[config.mk]
export PLATFORM = sky130hd
export DESIGN_NAME = sbus_frame_decoder
export DESIGN_NICKNAME = d
export VERILOG_FILES = /design/src/sbfd_pkg.sv /design/src/sbfd_front.sv /design/src/sbfd_queue.sv /design/src/sbfd_back.sv /design/src/sbus_frame_decoder.sv
export SDC_FILE = /design/constraint.sdc
export NUM_CORES = 1
export LEC_CHECK = 0
export ABC_AREA = 0
export BUFFER_PORTS_ARGS = -buffer_cell sky130_fd_sc_hd__buf_4
export CAP_MARGIN = 20
export CORE_ASPECT_RATIO = 1.2
export CORE_MARGIN = 4
export CORE_UTILIZATION = 52
export CTS_BUF_LIST = sky130_fd_sc_hd__clkbuf_8 sky130_fd_sc_hd__clkbuf_16
export CTS_CLUSTER_SIZE = 28
export DETAILED_ROUTE_END_ITERATION = 12
export PLACE_DENSITY = 0.69
export SETUP_SLACK_MARGIN = 0.2
export SKIP_LAST_GASP = 1
export SLEW_MARGIN = 15
export SYNTH_ARGS = -nofsm -noshare
export SYNTH_HDL_FRONTEND = slang
export SYNTH_HIERARCHICAL = 1
export SYNTH_SLANG_ARGS = --single-unit
export TNS_END_PERCENT = 100
[constraint.sdc]
create_clock -name clk -period 10 [get_ports clk]
set_clock_uncertainty 0.05 [all_clocks]
set_input_delay 1.5 -clock clk [delete_from_list [all_inputs] [get_ports clk]]
set_output_delay 1.5 -clock clk [all_outputs]
set_load 0.1 [all_outputs]
[src/sbfd_pkg.sv]
package sbfd_pkg;

	localparam int FRAME_BYTES   = 25;
	localparam int POS_W         = $clog2(FRAME_BYTES + 1);
	// bytes 1..14 carry the ten packed channels
	localparam int PAYLOAD_BYTES = 14;
	localparam int FLAG_INDEX    = 23;
	localparam int CH_W          = 11;
	localparam int QUEUE_DEPTH   = 2;

	localparam logic [7:0] HEAD_BYTE    = 8'h0F;
	localparam logic [7:0] END_BYTE     = 8'h00;
	localparam logic [7:0] OFFLINE_FLAG = 8'h0C;

	localparam int CFG_IDX_W = 3;
	localparam int CFG_W     = 11;
	localparam logic [CFG_IDX_W-1:0] REG_CENTER_OFFSET = 3'd0;
	localparam logic [CFG_IDX_W-1:0] REG_DEAD_ZONE     = 3'd1;
	localparam logic [CFG_IDX_W-1:0] REG_TWO_POS_THR   = 3'd2;
	localparam logic [CFG_IDX_W-1:0] REG_THREE_POS_LOW = 3'd3;
	localparam logic [CFG_IDX_W-1:0] REG_THREE_POS_HI  = 3'd4;

	localparam logic [10:0] CENTER_OFFSET_RST = 11'd1024;
	localparam logic [9:0]  DEAD_ZONE_RST     = 10'd120;
	localparam logic [10:0] TWO_POS_THR_RST   = 11'd1024;
	localparam logic [10:0] THREE_POS_LOW_RST = 11'd600;
	localparam logic [10:0] THREE_POS_HI_RST  = 11'd1400;

	localparam int OUT_W = 80;

	typedef struct packed {
		logic [10:0] center_offset;
		logic [9:0]  dead_zone;
		logic [10:0] two_pos_threshold;
		logic [10:0] three_pos_low;
		logic [10:0] three_pos_high;
	} cfg_t;

	typedef struct packed {
		logic [PAYLOAD_BYTES-1:0][7:0] data;
		logic                          online;
	} frame_t;

endpackage

[src/sbfd_front.sv]
module sbfd_front (
	input  logic            clk,
	input  logic            arst_n,
	input  logic            s_tvalid,
	output logic            s_tready,
	input  logic [7:0]      s_tdata,   // [7:0] rx_byte
	input  logic [0:0]      s_tuser,   // [0] frame_start
	input  logic            q_full,
	output logic            push,
	output sbfd_pkg::frame_t frame
);

	logic [sbfd_pkg::POS_W-1:0] pos_q;
	logic [sbfd_pkg::POS_W-1:0] wpos;
	logic                       take;
	logic                       accept;
	logic                       head_ok_q;
	logic                       offline_q;
	logic [sbfd_pkg::PAYLOAD_BYTES-1:0][7:0] data_q;

	assign s_tready = !q_full;
	assign accept   = s_tvalid && s_tready;

	// bytes with no open frame, or past the end of one, are dropped
	always_comb begin
		take = s_tuser[0] || (pos_q != '0 &&
			pos_q < sbfd_pkg::POS_W'(sbfd_pkg::FRAME_BYTES));
		wpos = s_tuser[0] ? '0 : pos_q;
	end

	always_ff @(posedge clk or negedge arst_n) begin
		if (!arst_n) begin
			pos_q <= '0;
		end else if (accept && take) begin
			pos_q <= wpos + sbfd_pkg::POS_W'(1);
		end
	end

	always_ff @(posedge clk) begin
		if (accept && take && wpos == '0) begin
			head_ok_q <= (s_tdata == sbfd_pkg::HEAD_BYTE);
		end
		if (accept && take && wpos == sbfd_pkg::POS_W'(sbfd_pkg::FLAG_INDEX)) begin
			offline_q <= (s_tdata == sbfd_pkg::OFFLINE_FLAG);
		end
	end

	for (genvar i = 0; i < sbfd_pkg::PAYLOAD_BYTES; i++) begin : g_byte
		always_ff @(posedge clk) begin
			if (accept && take && wpos == sbfd_pkg::POS_W'(i + 1)) begin
				data_q[i] <= s_tdata;
			end
		end
	end

	assign push = accept && take &&
		wpos == sbfd_pkg::POS_W'(sbfd_pkg::FRAME_BYTES - 1) &&
		head_ok_q && s_tdata == sbfd_pkg::END_BYTE;

	assign frame.data   = data_q;
	assign frame.online = !offline_q;

endmodule

[src/sbfd_queue.sv]
module sbfd_queue #(
	parameter int DEPTH = sbfd_pkg::QUEUE_DEPTH
) (
	input  logic             clk,
	input  logic             arst_n,
	input  logic             push,
	input  sbfd_pkg::frame_t push_data,
	output logic             full,
	input  logic             pop,
	output sbfd_pkg::frame_t pop_data,
	output logic             empty
);

	localparam int PTR_W = (DEPTH > 1) ? $clog2(DEPTH) : 1;
	localparam int CNT_W = $clog2(DEPTH + 1);

	sbfd_pkg::frame_t  mem_q [DEPTH];
	logic [PTR_W-1:0]  wr_q;
	logic [PTR_W-1:0]  rd_q;
	logic [CNT_W-1:0]  cnt_q;

	assign full     = (cnt_q == CNT_W'(DEPTH));
	assign empty    = (cnt_q == '0);
	assign pop_data = mem_q[rd_q];

	always_ff @(posedge clk) begin
		if (push) begin
			mem_q[wr_q] <= push_data;
		end
	end

	always_ff @(posedge clk or negedge arst_n) begin
		if (!arst_n) begin
			wr_q  <= '0;
			rd_q  <= '0;
			cnt_q <= '0;
		end else begin
			if (push) begin
				wr_q <= (wr_q == PTR_W'(DEPTH - 1)) ? '0 : wr_q + PTR_W'(1);
			end
			if (pop) begin
				rd_q <= (rd_q == PTR_W'(DEPTH - 1)) ? '0 : rd_q + PTR_W'(1);
			end
			if (push && !pop) begin
				cnt_q <= cnt_q + CNT_W'(1);
			end else if (pop && !push) begin
				cnt_q <= cnt_q - CNT_W'(1);
			end
		end
	end

endmodule

[src/sbfd_back.sv]
module sbfd_back (
	input  logic             clk,
	input  logic             arst_n,
	input  sbfd_pkg::cfg_t   cfg,
	input  logic             q_empty,
	input  sbfd_pkg::frame_t frame,
	output logic             pop,
	output logic             m_tvalid,
	input  logic             m_tready,
	// [0] link_online, [11:1] left_horizontal, [22:12] left_vertical,
	// [33:23] right_horizontal, [44:34] right_vertical, [45] switch_a,
	// [47:46] switch_b, [49:48] switch_c, [50] switch_d, [61:51] aux_a,
	// [72:62] aux_b, [79:73] zero
	output logic [sbfd_pkg::OUT_W-1:0] m_tdata
);

	localparam logic [1:0] SW_LOW  = 2'd0;
	localparam logic [1:0] SW_MID  = 2'd1;
	localparam logic [1:0] SW_HIGH = 2'd2;

	function automatic logic [10:0] stick(input logic [10:0] ch,
			input logic [10:0] off, input logic [9:0] dz, input logic band);
		logic signed [11:0] v;
		logic signed [11:0] dzs;
		logic [10:0]        r;
		v   = $signed({1'b0, ch}) - $signed({1'b0, off});
		dzs = $signed({2'b00, dz});
		if (band && v > -dzs && v < dzs) begin
			r = '0;
		end else if (v > 12'sd1023) begin
			r = 11'h3FF;
		end else if (v < -12'sd1024) begin
			r = 11'h400;
		end else begin
			r = v[10:0];
		end
		return r;
	endfunction

	function automatic logic [1:0] three_pos(input logic [10:0] ch,
			input logic [10:0] lo, input logic [10:0] hi);
		logic [1:0] r;
		if (ch < lo) begin
			r = SW_LOW;
		end else if (ch <= hi) begin
			r = SW_MID;
		end else begin
			r = SW_HIGH;
		end
		return r;
	endfunction

	logic [sbfd_pkg::PAYLOAD_BYTES*8-1:0] flat;
	logic [9:0][10:0]                     ch;
	logic [sbfd_pkg::OUT_W-1:0]           result;
	logic                                 valid_q;
	logic [sbfd_pkg::OUT_W-1:0]           data_q;

	assign flat = frame.data;

	// channels are packed LSB first, back to back, from byte 1 on
	for (genvar i = 0; i < 10; i++) begin : g_ch
		assign ch[i] = flat[i*sbfd_pkg::CH_W +: sbfd_pkg::CH_W];
	end

	always_comb begin
		result        = '0;
		result[0]     = frame.online;
		result[11:1]  = stick(ch[3], cfg.center_offset, cfg.dead_zone, 1'b1);
		result[22:12] = stick(ch[2], cfg.center_offset, cfg.dead_zone, 1'b0);
		result[33:23] = stick(ch[0], cfg.center_offset, cfg.dead_zone, 1'b1);
		result[44:34] = stick(ch[1], cfg.center_offset, cfg.dead_zone, 1'b1);
		result[45]    = (ch[4] >= cfg.two_pos_threshold);
		result[47:46] = three_pos(ch[5], cfg.three_pos_low, cfg.three_pos_high);
		result[49:48] = three_pos(ch[6], cfg.three_pos_low, cfg.three_pos_high);
		result[50]    = (ch[7] >= cfg.two_pos_threshold);
		result[61:51] = ch[8];
		result[72:62] = ch[9];
	end

	assign pop = !q_empty && (!valid_q || m_tready);

	always_ff @(posedge clk or negedge arst_n) begin
		if (!arst_n) begin
			valid_q <= 1'b0;
		end else if (!valid_q || m_tready) begin
			valid_q <= !q_empty;
		end
	end

	always_ff @(posedge clk) begin
		if (pop) begin
			data_q <= result;
		end
	end

	assign m_tvalid = valid_q;
	assign m_tdata  = data_q;

endmodule

[src/sbus_frame_decoder.sv]
// Path: the edge that accepts the last (25th) byte of a good frame writes the
// frame queue; the output register loads the frame when it is popped, which
// waits behind earlier frames and while m_tdata holds a result not yet taken.
// Throughput: one byte per cycle; s_tready drops only while the frame queue
// is full. One result per good frame.
// Reset: byte position, queue and output valid clear; registers take defaults.
module sbus_frame_decoder #(
	parameter int QUEUE_DEPTH = sbfd_pkg::QUEUE_DEPTH
) (
	input  logic                           clk,
	input  logic                           arst_n,
	input  logic                           s_tvalid,
	output logic                           s_tready,
	input  logic [7:0]                     s_tdata,  // [7:0] rx_byte
	input  logic [0:0]                     s_tuser,  // [0] frame_start
	output logic                           m_tvalid,
	input  logic                           m_tready,
	// [0] link_online, [11:1] left_horizontal, [22:12] left_vertical,
	// [33:23] right_horizontal, [44:34] right_vertical, [45] switch_a,
	// [47:46] switch_b, [49:48] switch_c, [50] switch_d, [61:51] aux_a,
	// [72:62] aux_b, [79:73] zero
	output logic [sbfd_pkg::OUT_W-1:0]     m_tdata,
	input  logic                           cfg_we,
	input  logic [sbfd_pkg::CFG_IDX_W-1:0] cfg_index,
	input  logic [sbfd_pkg::CFG_W-1:0]     cfg_data
);

	sbfd_pkg::cfg_t   cfg_q;
	sbfd_pkg::frame_t push_frame;
	sbfd_pkg::frame_t pop_frame;
	logic             q_push;
	logic             q_pop;
	logic             q_full;
	logic             q_empty;

	always_ff @(posedge clk or negedge arst_n) begin
		if (!arst_n) begin
			cfg_q.center_offset     <= sbfd_pkg::CENTER_OFFSET_RST;
			cfg_q.dead_zone         <= sbfd_pkg::DEAD_ZONE_RST;
			cfg_q.two_pos_threshold <= sbfd_pkg::TWO_POS_THR_RST;
			cfg_q.three_pos_low     <= sbfd_pkg::THREE_POS_LOW_RST;
			cfg_q.three_pos_high    <= sbfd_pkg::THREE_POS_HI_RST;
		end else if (cfg_we) begin
			case (cfg_index)
				sbfd_pkg::REG_CENTER_OFFSET: cfg_q.center_offset <= cfg_data;
				sbfd_pkg::REG_DEAD_ZONE:     cfg_q.dead_zone <= cfg_data[9:0];
				sbfd_pkg::REG_TWO_POS_THR:   cfg_q.two_pos_threshold <= cfg_data;
				sbfd_pkg::REG_THREE_POS_LOW: cfg_q.three_pos_low <= cfg_data;
				sbfd_pkg::REG_THREE_POS_HI:  cfg_q.three_pos_high <= cfg_data;
				default: begin
				end
			endcase
		end
	end

	sbfd_front u_front (
		.clk      (clk),
		.arst_n   (arst_n),
		.s_tvalid (s_tvalid),
		.s_tready (s_tready),
		.s_tdata  (s_tdata),
		.s_tuser  (s_tuser),
		.q_full   (q_full),
		.push     (q_push),
		.frame    (push_frame)
	);

	sbfd_queue #(
		.DEPTH (QUEUE_DEPTH)
	) u_queue (
		.clk       (clk),
		.arst_n    (arst_n),
		.push      (q_push),
		.push_data (push_frame),
		.full      (q_full),
		.pop       (q_pop),
		.pop_data  (pop_frame),
		.empty     (q_empty)
	);

	sbfd_back u_back (
		.clk      (clk),
		.arst_n   (arst_n),
		.cfg      (cfg_q),
		.q_empty  (q_empty),
		.frame    (pop_frame),
		.pop      (q_pop),
		.m_tvalid (m_tvalid),
		.m_tready (m_tready),
		.m_tdata  (m_tdata)
	);

	a_no_push_when_full: assert property (@(posedge clk) disable iff (!arst_n)
		q_push |-> !q_full) else $error("frame pushed into full queue");

	a_no_pop_when_empty: assert property (@(posedge clk) disable iff (!arst_n)
		q_pop |-> !q_empty) else $error("frame popped from empty queue");

	a_pop_shows_result: assert property (@(posedge clk) disable iff (!arst_n)
		q_pop |=> m_tvalid) else $error("popped frame gave no result");

	a_drain_clears_valid: assert property (@(posedge clk) disable iff (!arst_n)
		(m_tvalid && m_tready && !q_pop) |=> !m_tvalid)
		else $error("result repeated after it was taken");

endmodule

==> results of run 1 <==
## flip-flops by register name (all words and copies together), names as in the netlist
signal and count:
u_queue/rd_q 1, u_front/pos_q 5, u_queue/cnt_q 2, u_back/m_tvalid 1, cfg_q 54, u_queue/wr_q 1
u_queue/mem_q 222, u_front/frame 110, u_back/m_tdata 73, u_front/offline_q 1, u_front/head_ok_q 1
## how the worst max path moves through the flow
| stage | from | endpoint | slack [ns] | cells past startpoint |
|---|---|---|---|---|
| final | u_queue/rd_q | u_back/m_tdata[1] | 4.10 | 18 |
| after global routing | u_queue/rd_q | u_back/m_tdata[43] | 3.67 | 18 |
| after CTS | u_queue/rd_q | u_back/m_tdata[1] | 4.09 | 18 |
| after detailed placement | u_queue/rd_q | u_back/m_tdata[1] | 4.14 | 18 |
| after global placement | u_queue/rd_q | u_back/m_tdata[36] | 4.27 | 18 |
| after floorplan | s_tuser | u_queue/mem_q[0][0] | 1.96 | 8 |
## layout make-up
type                            instances  area share
Timing Repair Buffer                  111      0.0330
Clock inverter                         33      0.0148
Clock buffer                           49      0.0469
Multi-Input combinational cell        883       0.312
Tap cell                              546      0.0271
Sequential cell                       471       0.550
Inverter                              108      0.0161
## where the power goes
part | internal [mW] | leakage (nW) | switching (mW)
logic | 1.31 | 4.64 | 2.57
clock network | 1.02 | 0.775 | 0.726
registers | 2.47 | 4.46 | 0.136
## layer usage
metal  routed length (um)  part of all wire  vias to the layer above
li1                     -                 -                     5897
met1                19800              0.43                     6153
met2                22700              0.50                      295
met3                 2110             0.046                       72
met4                 1160             0.025                        0
met5                    0                 0                        -
## cell usage in the layout (no fill, tap or decap), types with 7 or more instances in the layout
cell type / instances
edfxtp_1: 407
nor3_1: 12
conb_1: 7
and2_1: 20
clkbuf_16: 45
nand2b_1: 16
a22o_1: 20
xor2_1: 12
nand3_1: 11
a21o_1: 32
dfrtp_1: 47
o21ai_0: 51
nor2b_1: 17
mux2_4: 61
ha_1: 177
xnor2_1: 32
mux2_2: 106
inv_1: 114
nand4_1: 9
o211ai_1: 13
nor2_1: 33
a21oi_1: 69
o21ai_1: 12
dfstp_2: 16
o21a_1: 11
buf_4: 109
clkinv_2: 7
a211oi_1: 9
nand2_1: 50
## through the flow
stage | util | setup slack (ns)
finish | 0.597 | 4.10
global route | 0.597 | 3.67
CTS | 0.597 | 4.09
detailed placement | 0.560 | 4.14
global placement | 0.560 | 4.27
floorplan | - | 1.96
## critical path: cells and delay by family (launching register included)
kind / cells / cell delay, ns
AO/OA/AOI/OAI: 9 / 2.29
flip-flops: 1 / 0.88
adder cells (fa/ha/maj): 3 / 0.87
buffers and inverters: 3 / 0.74
XOR/XNOR: 1 / 0.45
multiplexers: 1 / 0.35
AND/OR/NAND/NOR: 1 / 0.13
==> impl_results.md, run 1 <==
- Nets: roughly 1800
- Worst-skew pair later-pin latency: about 0.57 ns
- WHS: 0.393 ns
- Filler-free cell count of the finished design: between 2000 and 2500
- Leakage power: ~10 nW
- Synth Cell Area: roughly 22000 um2
- CTS Hold Bufs: 0
- Worst Hold End: u_queue/mem_q[1][52]
- Diode count: 0
- Critical path arrival: 6.28 ns
- Multi-input logic area: between 7000 and 8000 um2
- Worst-margin pin slew: about 1.2 ns
- I/O pin cnt: between 100 and 150
- Total GRT Usage: 0.195
- Worst-path fanout max: 43
- Yosys warnings: 6
- FF-to-FF End: u_back/m_tdata[1]
- PwrDens: ~330 nW/um2
- Startpoint types: flip-flop
- Setup_tns: 0 ns
- Avg Inst Size Synth: 14.9 um2
- Worst-path cell with the longest stage delay: dfrtp_4
- Minimum clock period after layout: about 5.9 ns
- Worst hold path depth: 0
- Grt met1 use: 0.261
- Maximum vdd drop: around 320 uV
- Slew Limit Fails: 0
- Max Freq: approximately 170 MHz
- GP Congestion: between 0.8 and 0.9
- Final instance area: 25200 um2
- RSZ-0062 raised after global routing: no
- Critical path class: flip-flop to flip-flop
- Clk buf depth: 3
- Reg2reg start: u_queue/rd_q
- Setup slack, reg-to-reg: between 4 and 5 ns
- Core ar.: 42200 um2
- Clk sinks: between 400 and 500
- Reg2Reg Depth: 18
- Critical Path, Cell by Cell: buf_4 -> mux2_4 -> inv_1 -> ha_1 -> inv_1 -> fa_1 -> a211oi_1 -> o211ai_1 -> a31o_2 -> a21oi_1 -> xnor2_1 -> ha_1 -> nand3_1 -> o31ai_1 -> o21ai_0 -> o31a_1 -> a31oi_2 -> a22o_1
- Max-Cap Viols: 0
- Global route hottest layer: met2
- Setup Fix Bufs, Post-CTS: 0
- Starting density of the core: 0.530
- Post-place instance area: 23600 um2
- Filler instances: around 3200
- Hold crit path type: flip-flop to flip-flop
- Met3 Track Usage GR: 0.0296
- Total global routing overflow: 0
- Drt drc: 0
- Largest net degree at the start of global routing: 65
- Gates resized, CTS repair: 0
- Total wire length: 45800 um
- H-tree depth: 2
- Initial antenna violation count: 0
- # rows: 82
- Outcome: completed
- Vias in the first global route: between 10000 and 15000
- HPWL Detailed: ~32000 um
- Critical path endpoint category: flip-flop
- Detailed-route wire length per cell: roughly 21 um
- Via count: about 12000
- GR Util met2: 0.329
- Die W: ~200 um
- Dpl cells: 2117
- Final ANT Viol Nets: 0
- Via density: 5.64
- First-pass GRT wire length: 70600 um
- 1st-pass router iterations: 5
- CTS tree: yes
- Slew headroom: 0.204
- Synth-to-Final Area Change: 12.7%
- Fin crit share: 0.590
- Clock buffer count from CTS: 45
- Worst Path Required: 10.37 ns
- Die Y: approximately 240 um
- Worst Hold Launch: u_front/frame[52]
- Total Power: ~8 mW
- Root buf cell: clkbuf_16
- Die area: around 46000 um2
- CP peak stage delay: 0.88 ns
- Share of layout cells above drive strength 1: 0.239
- Reg clk slew, reported paths: 0.06 ns
- # setup viols final: 0
- Final hold vios: 0
- DRT iter0 DRCs: roughly 760
- Storage cell area: between 10000 and 15000 um2
- Port Buf Inserts: roughly 100
- Cells after synthesis: ~1500
Power figures use the tool's default switching activity.
==> inputs of run 2 (changes only) <==
==> constraint.sdc (replaced) <==
create_clock -name clk -period 5.9 [get_ports clk]
set_clock_uncertainty 0.05 [all_clocks]
set_input_delay 0.885 -clock clk [delete_from_list [all_inputs] [get_ports clk]]
set_output_delay 0.885 -clock clk [all_outputs]
set_load 0.1 [all_outputs]
==> impl_results.md, run 2 (synthesis results as in run 1) <==
- Outcome: completed (unchanged)
- Critical path class: flip-flop to flip-flop (unchanged)
- Worst-path cell with the longest stage delay: xnor2_1 (was dfrtp_4)
- 1st-pass router iterations: 6 (was 5)
- Root buf cell: clkbuf_16 (unchanged)
- Vias in the first global route: 12700 (was 12600)
- Setup slack, reg-to-reg: 0.79 ns (was 4.10 ns)
- Dpl cells: 2120 (was 2117)
- Die W: 197 um (unchanged)
- CTS tree: yes (unchanged)
- Minimum clock period after layout: 5.11 ns (was 5.90 ns)
- # setup viols final: 0 (unchanged)
- PwrDens: 555 nW/um2 (was 327 nW/um2)
- Largest reg by FF count: u_queue/mem_q (unchanged)
- DRT iter0 DRCs: 569 (was 755)
- Post-place instance area: 23700 um2 (was 23600 um2)
- FF-to-FF End: u_back/m_tdata[10] (was u_back/m_tdata[1])
- Reg2Reg Depth: 15 (was 18)
- Hold crit path type: input port to async pin (was flip-flop to flip-flop)
- Via count: 12300 (was 12400)
- Filler-free cell count of the finished design: 2204 (was 2201)
- Reg clk slew, reported paths: 0.06 ns (about the same)
- Final WS setup: 0.793 ns (was 4.10 ns)
- Critical Path, Cell by Cell: buf_4 -> mux2_4 -> ha_1 -> o21ai_0 -> o211ai_1 -> a31o_2 -> a21oi_1 -> xnor2_1 -> ha_1 -> nand3_1 -> o31ai_1 -> o21ai_0 -> o31a_1 -> a31oi_2 -> a22o_1 (was buf_4 -> mux2_4 -> inv_1 -> ha_1 -> inv_1 -> fa_1 -> a211oi_1 -> o211ai_1 -> a31o_2 -> a21oi_1 -> xnor2_1 -> ha_1 -> nand3_1 -> o31ai_1 -> o21ai_0 -> o31a_1 -> a31oi_2 -> a22o_1)
- Max reg flops: 222 (unchanged)
- Die Y: 235 um (unchanged)
- Worst-skew pair later-pin latency: 0.59 ns (was 0.57 ns)
- Slew headroom: 0.296 (was 0.204)
- Family with the most delay on the worst path: compound AO/OA/AOI/OAI gates (unchanged)
- Total GRT Usage: 0.199 (was 0.195)
- Slew Limit Fails: 0 (unchanged)
- Critical path arrival: 5.40 ns (was 6.28 ns)
- Clk buf depth: 3 (unchanged)
- Reg2reg start: u_queue/rd_q (unchanged)
- Die area: 46400 um2 (unchanged)
- Storage cell area: 13800 um2 (unchanged)
- Total global routing overflow: 0 (unchanged)
- HPWL Detailed: 31900 um (was 31500 um)
- RSZ-0062 raised after global routing: no (unchanged)
- Setup Fix Bufs, Post-CTS: 0 (unchanged)
- I/O pin cnt: 110 (unchanged)
- Drt drc: 0 (unchanged)
- WL met3: 1880 um (was 2110 um)
- Startpoint types: flip-flop (unchanged)
- CTS Hold Bufs: 0 (unchanged)
- H-tree depth: 2 (unchanged)
- Port Buf Inserts: 102 (unchanged)
- Clk sinks: 471 (unchanged)
- Final ANT Viol Nets: 0 (unchanged)
- WHS: 0.344 ns (was 0.393 ns)
- Detailed-route wire length per cell: 20.9 um (was 20.8 um)
- Critical path endpoint category: flip-flop (unchanged)
- Diode count: 0 (unchanged)
- First-pass GRT wire length: 71700 um (was 70600 um)
- Initial antenna violation count: 1 (was 0)
- Final hold vios: 0 (unchanged)
- Via density: 5.60 (was 5.64)
- Nets: 1830 (was 1829)
- Final cell utilization of the core: 0.598 (was 0.597)
- Worst Path Required: 6.19 ns (was 10.37 ns)
- Total wire length: 46100 um (was 45800 um)
- Total Power: 14.0 mW (was 8.23 mW)
- Largest net degree at the start of global routing: 89 (was 65)
- Met2 WL: 23100 um (was 22700 um)
- Final instance area: 25200 um2 (about the same)
- Filler instances: 3170 (was 3201)
- Top Metal Used: met4 (unchanged)
- CP peak stage delay: 0.74 ns (was 0.88 ns)
- Most common cell after layout, fill and taps aside: edfxtp_1 (unchanged)
- Clock buffer count from CTS: 45 (unchanged)
- Worst-path fanout max: 25 (was 43)
- Worst-margin pin slew: 1.05 ns (was 1.18 ns)
- Share of layout cells above drive strength 1: 0.239 (about the same)
- GP Congestion: 0.877 (was 0.855)
- Leakage power: 9.89 nW (was 9.87 nW)
- Bufs and invs on worst path: 1 (was 3)
- Max-Cap Viols: 0 (unchanged)
- Maximum vdd drop: 667 uV (was 320 uV)
- # rows: 82 (unchanged)
- Gates resized, CTS repair: 0 (unchanged)
- Core ar.: 42200 um2 (unchanged)
- Multi-input logic area: 7870 um2 (was 7860 um2)
- Synth-to-Final Area Change: 12.8% (was 12.7%)
- Worst slack at placement: 0.820 ns (was 4.14 ns)
- Metal1 wirelength: 19900 um (was 19800 um)
- Max Freq: 196 MHz (was 169 MHz)
- Commonest cells after routing, fill and taps aside: edfxtp_1, ha_1, inv_1 (unchanged)
- Setup_tns: 0 ns (unchanged)
- Starting density of the core: 0.530 (unchanged)
- Fin crit share: 0.866 (was 0.590)
run 2: changes by cell type in the layout (fill, tap and decap cells not counted):
cell       before  now
buf_12          0    1
buf_4         109  111
bufinv_16       6    5
clkbuf_2        1    0
clkbuf_4        1    0
clkbuf_8        4    5
clkinv_1        4    6
clkinv_4        0    1
inv_1         114  113
nor4bb_2        1    0
nor4bb_4        0    1
run 2: worst register-to-register path, cell delays in order (launching register included):
cell,delay [ns]
dfrtp_4,0.65
buf_4,0.42
mux2_4,0.34
ha_1,0.37
o21ai_0,0.14
o211ai_1,0.22
a31o_2,0.19
a21oi_1,0.08
xnor2_1,0.74
ha_1,0.38
nand3_1,0.14
o31ai_1,0.09
o21ai_0,0.09
o31a_1,0.38
a31oi_2,0.28
a22o_1,0.31
run 2: where the power goes:
group	internal [mW]	switching (mW)	total, mW
clock	1.69	1.25	2.94
sequential	4.18	0.205	4.39
combinational	2.24	4.43	6.66
run 2: worst max path at each step:
stage / startpoint / end / slack (ns) / cells after the start
after detailed placement: u_queue/rd_q / u_back/m_tdata[1] / 0.82 / 15
after global routing: u_queue/rd_q / u_back/m_tdata[10] / 0.49 / 14
final: u_queue/rd_q / u_back/m_tdata[10] / 0.79 / 15
after floorplan: m_tready / u_queue/cnt_q[1] / 0.31 / 7
after CTS: u_queue/rd_q / u_back/m_tdata[10] / 0.81 / 15
after global placement: u_queue/rd_q / u_back/m_tdata[3] / 1.02 / 15
run 2: cell type report:
cell class | instances | area share
Clock buffer | 50 | 0.0474
Multi-Input combinational cell | 883 | 0.312
Timing Repair Buffer | 112 | 0.0338
Clock inverter | 34 | 0.0140
Sequential cell | 471 | 0.549
Tap cell | 546 | 0.0271
Inverter | 108 | 0.0161
run 2: per-layer routing:
layer | global-route usage | vias to the layer above
li1 | - | 5902
met1 | 0.266 | 6085
met2 | 0.336 | 263
met3 | 0.0303 | 87
met4 | 0.0586 | 0
met5 | 0 | -
==> inputs of run 3 (changes only) <==
--- a/config.mk
+++ b/config.mk
@@ -6,7 +6,7 @@
 export NUM_CORES = 1
 export LEC_CHECK = 0
 export ABC_AREA = 0
-export BUFFER_PORTS_ARGS = -buffer_cell sky130_fd_sc_hd__buf_4
+export BUFFER_PORTS_ARGS = -buffer_cell sky130_fd_sc_hd__buf_2
 export CAP_MARGIN = 20
 export CORE_ASPECT_RATIO = 1.2
 export CORE_MARGIN = 4
==> impl_results.md, run 3 (synthesis results as in run 1) <==
- Outcome: completed (unchanged)
- Most common cell after layout, fill and taps aside: edfxtp_1 (unchanged)
- I/O pin cnt: 110 (unchanged)
- Via count: 12400 (was 12300)
- Slew Limit Fails: 0 (unchanged)
- Core ar.: 42200 um2 (unchanged)
- Maximum vdd drop: 554 uV (was 667 uV)
- Reg clk slew, reported paths: 0.07 ns (was 0.06 ns)
- # setup viols final: 0 (unchanged)
- Max-Cap Viols: 0 (unchanged)
- GP Congestion: 0.876 (was 0.877)
- Internal: 7.93 mW (was 8.11 mW)
- CTS Hold Bufs: 0 (unchanged)
- Max Freq: 193 MHz (was 196 MHz)
- Clk sinks: 471 (unchanged)
- Die W: 197 um (unchanged)
- Detailed-route wire length per cell: 21.2 um (was 20.9 um)
- Final ANT Viol Nets: 0 (unchanged)
- Port Buf Inserts: 102 (unchanged)
- Max reg flops: 222 (unchanged)
- Setup Fix Bufs, Post-CTS: 0 (unchanged)
- Worst-margin pin slew: 1.17 ns (was 1.05 ns)
- Worst-path fanout max: 23 (was 25)
- Via density: 5.63 (was 5.60)
- # rows: 82 (unchanged)
- Synth-to-Final Area Change: 11.4% (was 12.8%)
- Starting density of the core: 0.530 (unchanged)
- Critical path endpoint category: flip-flop (unchanged)
- Critical path arrival: 5.45 ns (was 5.40 ns)
- Total GRT Usage: 0.201 (was 0.199)
- RSZ-0062 raised after global routing: no (unchanged)
- Largest reg by FF count: u_queue/mem_q (unchanged)
- Largest net degree at the start of global routing: 89 (unchanged)
- Clk buf depth: 3 (unchanged)
- Hold crit path type: flip-flop to flip-flop (was input port to async pin)
- Nets: 1831 (was 1830)
- Final WS setup: 0.716 ns (was 0.793 ns)
- Clock buffer count from CTS: 45 (unchanged)
- Drt drc: 0 (unchanged)
- 1st-pass router iterations: 5 (was 6)
- Die area: 46400 um2 (unchanged)
- Diode count: 0 (unchanged)
- Minimum clock period after layout: 5.18 ns (was 5.11 ns)
- Total global routing overflow: 0 (unchanged)
- Filler instances: 3252 (was 3170)
- Final hold vios: 0 (unchanged)
- Leakage power: 9.77 nW (was 9.89 nW)
- Worst-skew pair later-pin latency: 0.58 ns (was 0.59 ns)
- HPWL Detailed: 32300 um (was 31900 um)
- Sw Ratio: 0.424 (was 0.420)
- Slew headroom: 0.213 (was 0.296)
- Root buf cell: clkbuf_16 (unchanged)
- Gates resized, CTS repair: 0 (unchanged)
- CTS tree: yes (unchanged)
- Clock share of power: 0.210 (about the same)
- Commonest cells after routing, fill and taps aside: edfxtp_1, ha_1, inv_1 (unchanged)
- Total wire length: 46700 um (was 46100 um)
- First-pass GRT wire length: 72000 um (was 71700 um)
- H-tree depth: 2 (unchanged)
- Initial antenna violation count: 0 (was 1)
- PwrDens: 553 nW/um2 (was 555 nW/um2)
- Worst slack at placement: 0.783 ns (was 0.820 ns)
- Vias in the first global route: 12700 (about the same)
- Combinational Power Share: 0.473 (was 0.476)
- Share of layout cells above drive strength 1: 0.237 (was 0.239)
- Fin crit share: 0.879 (was 0.866)
- DRT iter0 DRCs: 688 (was 569)
- Startpoint types: flip-flop (unchanged)
- Die Y: 235 um (unchanged)
- Seq pwr share: 0.317 (was 0.313)
- Worst Path Required: 6.17 ns (was 6.19 ns)
- Switch Pwr: 5.85 mW (was 5.88 mW)
- Setup_tns: 0 ns (unchanged)
- Critical path class: flip-flop to flip-flop (unchanged)
-- run 3: cell types whose count changed in the layout (fill, tap and decap cells not counted), sizes merged --
cell,before,now
inv,116,114
buf,112,113
clkinv,16,22
clkbuf,50,47
clkinvlp,5,4
-- run 3: critical path: stages (launching register included) --
cell and delay (ns):
dfrtp_4 0.67, buf_4 0.42, mux2_2 0.38, ha_1 0.36, o21ai_0 0.14, o211ai_1 0.23
a31o_2 0.19, a21oi_1 0.07, xnor2_1 0.75, ha_1 0.28, nand3_1 0.13, a211oi_1 0.28
o31a_1 0.38, a31oi_2 0.27, a22o_1 0.31
-- run 3: final cells by class --
| type | instances | area [um2] | area share |
|---|---|---|---|
| clock buffer | 47 | 1160 | 0.0468 |
| clock inverter | 37 | 342 | 0.0137 |
| inverter | 108 | 405 | 0.0163 |
| multi-input combinational | 883 | 7860 | 0.316 |
| sequential | 471 | 13800 | 0.556 |
| tap | 546 | 683 | 0.0274 |
| timing repair buffer | 113 | 603 | 0.0242 |
-- run 3: stage by stage --
| step | std cells | instance area, um2 | util | hold slack (ns) | power [mW] |
|---|---|---|---|---|---|
| 2_1_floorplan | 1502 | 22400 | - | 0.371 | 9.73 |
| 3_3_place_gp | 2120 | 23400 | 0.555 | 0.372 | 10.7 |
| 3_5_place_dp | 2120 | 23400 | 0.555 | 0.380 | 10.9 |
| 4_1_cts | 2204 | 24900 | 0.591 | 0.394 | 13.9 |
| 5_1_grt | 2205 | 24900 | 0.591 | 0.394 | 14.6 |
| 6_report | 2205 | 24900 | 0.591 | 0.392 | 13.8 |
-- run 3: routing by layer --
metal | global-route usage | wire length (um)
met1 | 0.263 | 19800
met2 | 0.338 | 23300
met3 | 0.0299 | 1770
met4 | 0.0767 | 1830
met5 | 0 | 0
-- run 3: path summary, 6_finish.rpt --
check	start	end	slack, ns	depth (start not counted)
setup / recovery	u_queue/rd_q	u_back/m_tdata[41]	0.72	14
hold / removal	u_front/frame[78]	u_queue/mem_q[1][78]	0.39	0
setup reg to reg	u_queue/rd_q	u_back/m_tdata[41]	0.72	14
hold reg to reg	u_front/frame[78]	u_queue/mem_q[1][78]	0.39	0
max in group asynchronous	arst_n	u_queue/rd_q	4.68	2
min in group asynchronous	arst_n	u_queue/wr_q	0.42	2
-- run 3: power groups by stage --
stage	clock network [mW]	registers (mW)	logic, mW
2_1_floorplan	0	6.14	3.58
3_3_place_gp	0	4.43	6.31
3_5_place_dp	0	4.45	6.47
4_1_cts	2.98	4.38	6.51
5_1_grt	3.11	4.41	7.06
6_report	2.89	4.37	6.51
